### src/sv/itta_pkg.sv
// Shared types and constants of the speaker turn table.
package itta_pkg;

    localparam int ADDR_W = 11;
    localparam int TIME_W = 40;
    localparam int TOL_W = 24;
    localparam int DUR_W = 24;
    localparam int CONF_W = 16;
    localparam int SPK_W = 8;
    localparam int SLOT_W = 6;
    localparam int IN_DATA_W = 168;
    localparam int OUT_DATA_W = 40;
    localparam int CFG_IDX_W = 2;

    localparam logic [CFG_IDX_W-1:0] CFG_MATCH_TOL = 2'd0;
    localparam logic [CFG_IDX_W-1:0] CFG_SNAP_LIMIT = 2'd1;
    localparam logic [CFG_IDX_W-1:0] CFG_SNAP_UNLIM = 2'd2;

    localparam logic OP_OFFER = 1'b0;
    localparam logic OP_QUERY = 1'b1;

    typedef enum logic [1:0] {
        WSEL_SHIFT  = 2'd0,
        WSEL_MERGE  = 2'd1,
        WSEL_INSERT = 2'd2
    } wsel_t;

    typedef enum logic [1:0] {
        RES_MERGE = 2'd0,
        RES_FULL  = 2'd1,
        RES_INS   = 2'd2,
        RES_QUERY = 2'd3
    } res_kind_t;

    typedef struct packed {
        logic              load;
        logic              rd_en;
        logic              scan;
        logic [ADDR_W-1:0] rd_addr;
        logic              wr_en;
        wsel_t             wsel;
        logic [ADDR_W-1:0] wr_addr;
        logic              res_load;
        res_kind_t         res_kind;
    } cmd_t;

    typedef struct packed {
        logic              op;
        logic              merge_found;
        logic [ADDR_W-1:0] merge_idx;
        logic              pos_found;
        logic [ADDR_W-1:0] pos_idx;
    } sts_t;

endpackage

### src/sv/itta_ctrl.sv
// Sequencer for scans, table shifting and result hand-off.
module itta_ctrl
    import itta_pkg::*;
#(
    parameter int MAX_TURNS = 64
) (
    input  logic clk,
    input  logic rst_n,
    input  logic in_valid,
    output logic in_ready,
    output logic out_valid,
    input  logic out_ready,
    input  sts_t sts,
    output cmd_t cmd
);

    localparam int CW = $clog2(MAX_TURNS + 1);

    typedef enum logic [8:0] {
        S_IDLE   = 9'b000000001,
        S_SCAN   = 9'b000000010,
        S_DRAIN  = 9'b000000100,
        S_DECIDE = 9'b000001000,
        S_MERGE  = 9'b000010000,
        S_SH_RD  = 9'b000100000,
        S_SH_WR  = 9'b001000000,
        S_INSERT = 9'b010000000,
        S_RESULT = 9'b100000000
    } state_t;

    state_t state_reg, state_next;
    logic [CW-1:0] count_reg, count_next;
    logic [CW-1:0] idx_reg, idx_next;
    logic [CW-1:0] pos_reg, pos_next;
    logic [1:0] drain_reg, drain_next;
    res_kind_t kind_reg, kind_next;
    logic out_valid_reg, out_valid_next;
    logic [CW-1:0] pos_pick;

    assign in_ready = (state_reg == S_IDLE);
    assign out_valid = out_valid_reg;
    assign pos_pick = sts.pos_found ? CW'(sts.pos_idx) : count_reg;

    always_comb
    begin
        state_next = state_reg;
        count_next = count_reg;
        idx_next = idx_reg;
        pos_next = pos_reg;
        drain_next = drain_reg;
        kind_next = kind_reg;
        out_valid_next = out_valid_reg;
        cmd = '0;
        cmd.wsel = WSEL_SHIFT;
        cmd.res_kind = kind_reg;
        if (out_valid_reg && out_ready)
        begin
            out_valid_next = 1'b0;
        end
        unique case (state_reg)
            S_IDLE:
            begin
                if (in_valid)
                begin
                    cmd.load = 1'b1;
                    idx_next = '0;
                    drain_next = '0;
                    state_next = (count_reg == '0) ? S_DRAIN : S_SCAN;
                end
            end
            S_SCAN:
            begin
                cmd.rd_en = 1'b1;
                cmd.scan = 1'b1;
                cmd.rd_addr = ADDR_W'(idx_reg);
                idx_next = idx_reg + 1'b1;
                if (idx_reg == count_reg - 1'b1)
                begin
                    state_next = S_DRAIN;
                end
            end
            S_DRAIN:
            begin
                drain_next = drain_reg + 1'b1;
                if (drain_reg == 2'd2)
                begin
                    state_next = S_DECIDE;
                end
            end
            S_DECIDE:
            begin
                if (sts.op == OP_QUERY)
                begin
                    kind_next = RES_QUERY;
                    state_next = S_RESULT;
                end
                else if (sts.merge_found)
                begin
                    state_next = S_MERGE;
                end
                else if (count_reg == CW'(MAX_TURNS))
                begin
                    kind_next = RES_FULL;
                    state_next = S_RESULT;
                end
                else
                begin
                    pos_next = pos_pick;
                    idx_next = count_reg;
                    state_next = (count_reg > pos_pick) ? S_SH_RD : S_INSERT;
                end
            end
            S_MERGE:
            begin
                cmd.wr_en = 1'b1;
                cmd.wsel = WSEL_MERGE;
                cmd.wr_addr = sts.merge_idx;
                kind_next = RES_MERGE;
                state_next = S_RESULT;
            end
            S_SH_RD:
            begin
                cmd.rd_en = 1'b1;
                cmd.rd_addr = ADDR_W'(idx_reg - 1'b1);
                state_next = S_SH_WR;
            end
            S_SH_WR:
            begin
                cmd.wr_en = 1'b1;
                cmd.wsel = WSEL_SHIFT;
                cmd.wr_addr = ADDR_W'(idx_reg);
                idx_next = idx_reg - 1'b1;
                state_next = (idx_reg - 1'b1 > pos_reg) ? S_SH_RD : S_INSERT;
            end
            S_INSERT:
            begin
                cmd.wr_en = 1'b1;
                cmd.wsel = WSEL_INSERT;
                cmd.wr_addr = ADDR_W'(pos_reg);
                count_next = count_reg + 1'b1;
                kind_next = RES_INS;
                state_next = S_RESULT;
            end
            S_RESULT:
            begin
                if (!out_valid_reg || out_ready)
                begin
                    cmd.res_load = 1'b1;
                    out_valid_next = 1'b1;
                    state_next = S_IDLE;
                end
            end
            default:
            begin
                state_next = S_IDLE;
            end
        endcase
    end

    always_ff @(posedge clk or negedge rst_n)
    begin
        if (!rst_n)
        begin
            state_reg <= S_IDLE;
            count_reg <= '0;
            idx_reg <= '0;
            pos_reg <= '0;
            drain_reg <= '0;
            kind_reg <= RES_QUERY;
            out_valid_reg <= 1'b0;
        end
        else
        begin
            state_reg <= state_next;
            count_reg <= count_next;
            idx_reg <= idx_next;
            pos_reg <= pos_next;
            drain_reg <= drain_next;
            kind_reg <= kind_next;
            out_valid_reg <= out_valid_next;
        end
    end

endmodule

### config.mk
export PLATFORM = sky130hd
export DESIGN_NAME = itta_ctrl
export DESIGN_NICKNAME = d
export VERILOG_FILES = /design/src/sv/itta_pkg.sv /design/src/sv/itta_ctrl.sv
export SDC_FILE = /design/constraint.sdc
export NUM_CORES = 1
export LEC_CHECK = 0
export ABC_CLOCK_PERIOD_IN_PS = 6050
export BUFFER_PORTS_ARGS = -buffer_cell sky130_fd_sc_hd__buf_2
export CAP_MARGIN = 10
export CORE_MARGIN = 4
export CORE_UTILIZATION = 45
export DETAILED_ROUTE_END_ITERATION = 12
export MAX_ROUTING_LAYER = met4
export PLACE_DENSITY_LB_ADDON = 0.2
export SKIP_LAST_GASP = 1
export SYNTH_ARGS = -nofsm -noshare
export SYNTH_HDL_FRONTEND = slang
export SYNTH_SLANG_ARGS = --single-unit
### constraint.sdc
create_clock -name clk -period 6.05 [get_ports clk]
set_clock_uncertainty 0.1 [all_clocks]
set_input_delay 1.21 -clock clk [delete_from_list [all_inputs] [get_ports clk]]
set_output_delay 1.21 -clock clk [all_outputs]
set_load 0.05 [all_outputs]
### After elaboration in Yosys (flattened, before gate mapping)

Cells that the tools add are included.

* input bits: 29
* output and inout port bits: 33
* memory bits (read-only): 0
* memories kept: 0
* register bits after elaboration: 35
* logic and storage cells: 87
* bits in latches: 0
* bits in writable memories: 0

* add/sub/neg operators: 6
* order comparisons: 2
* $mul: 0
* multiplexer cells: 34
* shift-type cells: 0
* div/mod/pow operators: 0
* equality and inequality tests: 21
* reduce and logical (&&, ||, !) cells: 14
* bitwise operators: 3

Operators by type and width (count)
* one-hot mux 9 bit (8 select lines): 1
* two-way mux 9 bit: 7
* one-hot mux 14 bit (3 select lines): 1
* two-way mux 7 bit: 5
* one-hot mux 7 bit (4 select lines): 1
* one-hot mux 11 bit (2 select lines): 1
* two-way mux 8 bit: 2
* adder 7 x 1 -> 7 bit, second input constant: 2
* > comparator 7 bit: 2
* != test 2 bit, second input constant: 7
* subtractor 7 x 1 -> 7 bit, second input constant: 2
* == test 9 x 1 -> 1 bit, second input constant: 1
* == test 9 x 2 -> 1 bit, second input constant: 1
* == test 9 x 3 -> 1 bit, second input constant: 1
* == test 9 x 4 -> 1 bit, second input constant: 1
* == test 9 x 5 -> 1 bit, second input constant: 1
* == test 9 x 6 -> 1 bit, second input constant: 1
* == test 9 x 7 -> 1 bit, second input constant: 1
* == test 9 x 8 -> 1 bit, second input constant: 1
* == test 9 bit, second input constant: 1
* two-way mux 1 bit: 9
* two-way mux 2 bit: 4
* AND reduction 4 bit: 2
* subtractor 7 x 1 -> 8 bit, second input constant: 1
* other kinds (20): 24

### Depth between registers and ports, before layout

* word-level depth: 7
* gate-level depth with buffers: 11
* gate-level depth less buffers: 10

### Worst setup path before layout

Ideal clock, no wire load.

* path type: reg2out
* from: reg idx_reg[0]
* to: out cmd[25] in the netlist's numbering
* stages on the path, launching flop included: 7
* data required time: 4.740 ns
* slack: 1.802 ns
* arrival time: 2.938 ns
* path buffers: 2
* cell sequence: dfrtp_1 clkbuf_1 nor3_1 nor3b_1 nand2_1 nor3_1 buf_4

RTL lines
* start, declared: line itta_ctrl.sv:33 `logic [CW-1:0] idx_reg, idx_next;`
* start signal, assigned: line itta_ctrl.sv:176 `idx_reg <= idx_next;`
* end, declared: line itta_ctrl.sv:14 `output cmd_t cmd`

==> results.ini <==
[floorplanning]
placeableCoreArea_mm2=0.006061
io_pins=62
die_area_mm2=0.007741
start_util_pct=47.50
die_y_um=87.99
die_x_um=87.99
fp-row-count=28

[timing]
setup_viol=0
period_share_pct=68.78
relSlewSlack_pct=22.59
setup_ws_ns=1.889
finalCriticalPeriod_ns=4.161
rsz0062_at_grt=no
holdWs_ns=0.4075
final_hold_viol_count=0
fin_setup_tns_ns=0
tightest_slew_ns=1.158
max_freq_ghz=0.2403
finalMaxSlewViolations=0

[finish]
largest_register_ffs=9
final_util_pct=54.05
n_antenna_cell=0
finish.instance_area_mm2=0.003276
layout.cells.non_filler=451
area_growth_pct=13.78
nets=423
drive_gt1_share_pct=24.47

[setup_path]
critPathLaunchType=register
critical_path_class=reg -> out
end_kind=primary output
required_ns=4.74
crit_path_max_fanout=13
worstPathArrival_ns=2.85

[synthesis]
syn_inst=334
synth_top_family_by_area=simple AND/OR/NAND/NOR gates
synth_top_area_share_pct=27.81
netlist_area_mm2=0.002879
synthFlopType=dfrtp_1
synth_cell_types=64
synth-xor-area-share_pct=6.084
yosys.area_share.simple_pct=24.73
ys_warn_count=0
synth_top_cell_by_area=dfrtp_1
syn_area_per_cell_um2=8.620
synthArstFlopShare_pct=100.0
synthAdderAreaFrac_pct=8.257
synth_nets=382
yosys-top-cells-area=dfrtp_1 28%, ha_1 8.3%, nand2_1 4.2%
synth_edf_count=0
synth_compound_gate_area_share_pct=19.51
synthMuxAreaShare_pct=3.781
ys_seq_area_share_pct=30.55
synth.top_cells.by_count=32 x dfrtp_1, 32 x nand2_1, 22 x inv_1, 22 x nor2_1, 19 x ha_1
synth-seq-cells=35

[outcome]
status=complete, no violations

[drt]
drtAntennaViolNets=0
drc=0
drt-initial-drc-count=150
num_vias=2632
first_pass_iters=4
wl_per_cell_um=16.88
drt-total-wl_um=7614
avgViaCountPerCell=5.836

[global_route]
grt_remaining_overflow=0
grt_usage_pct=21.73
grt_pass1_vias=2605
grt_max_degree=36
antenna_found_initial=0
grt_first_pass_wirelength_um=12710

[clock_network]
h-tree-depth=2
cts_root_buf=clkbuf_8
post-cts-setup-buffers=0
clkLatencyLatePin_ns=0.29
holdBufCountCts=0
clock_sinks=35
cts_resized=0
clock_path_buffers=2
cts_made_buffers=5
clk_pin_slew_ns=0.08
cts_tree=built

[power]
p_leak_nw=1.589
power_density_mw_per_mm2=300.5
ir_worst_vdd_mv=0.2019
p_total_uw=984.2

[placed_design]
dp_hpwl_um=5742
place_inst=443
gp_congestion=0.9412
io_buffers=57
dp_slack_ns=2.250
place_area_mm2=0.003159

[flow_run]
maxCapViolCount=0

[min_path]
min_path_type=reg -> reg

## kinds of logic (layout without fill, tap and decap cells)
kind of cell | Yosys count | count (layout)
XOR/XNOR | 20 | 20
AND/OR/NAND/NOR | 124 | 124
buffers and inverters | 47 | 89
flip-flops | 35 | 35
AO/OA/AOI/OAI | 79 | 79
multiplexers | 10 | 10
adder cells (fa/ha/maj) | 19 | 19
## final timing paths
path / from / to / slack [ns] / cells after the start
max reg2reg: idx_reg[0]$_DFFE_PN0P_ / state_reg[7]$_DFFE_PN0P_ / 3.05 / 8
min: kind_reg[0]$_DFFE_PN1P_ / kind_reg[0]$_DFFE_PN1P_ / 0.41 / 2
max in group asynchronous: rst_n / pos_reg[2]$_DFFE_PN0P_ / 4.43 / 1
max: state_reg[6]$_DFFE_PN0P_ / cmd[12] / 1.89 / 5
min in group asynchronous: rst_n / out_valid$_DFF_PN0_ / 0.90 / 1
min reg2reg: kind_reg[0]$_DFFE_PN1P_ / kind_reg[0]$_DFFE_PN1P_ / 0.41 / 2
## cell type report
class | instances | area (um^2)
Inverter | 23 | 91.34
Clock buffer | 5 | 68.82
Tap cell | 75 | 93.84
Multi-Input combinational cell | 252 | 1802
Fill cell | 604 | 2785
Sequential cell | 35 | 879.6
Timing Repair Buffer | 58 | 292.8
Clock inverter | 3 | 47.55
## cell usage in the layout, fill, tap and decap left out, drive strengths merged, types with 7 or more instances in the layout
master | synthesis | layout
ha | 19 | 19
nor2 | 22 | 22
a22oi | 9 | 9
nand4 | 8 | 8
o21ai | 17 | 17
xor2 | 7 | 7
nand3 | 7 | 7
inv | 22 | 23
dfrtp | 32 | 32
xnor2 | 13 | 13
buf | 10 | 58
nand2 | 32 | 32
o22ai | 7 | 7
nor3 | 10 | 10
a21oi | 10 | 10
## report_power, final
group	switching, mW	internal, mW
clock	0.0933	0.125
sequential	0.0415	0.285
combinational	0.269	0.170
total	0.404	0.580
## critical path: stages, from the launching register on
cell	delay, ns
dfrtp_1	0.47
nor3_1	0.42
nand2_1	0.20
nor4b_2	0.98
and2_1	0.23
buf_2	0.26
## per-layer routing
layer | global-route usage, % | vias up | wire (um)
met1 | 29.04 | 1261 | 3427
met2 | 34.18 | 83 | 3626
met4 | 6.137 | 0 | 68
met5 | - | - | 0
li1 | - | 1280 | -
met3 | 3.293 | 8 | 490
Note: power is estimated with default switching activity, not from simulation.
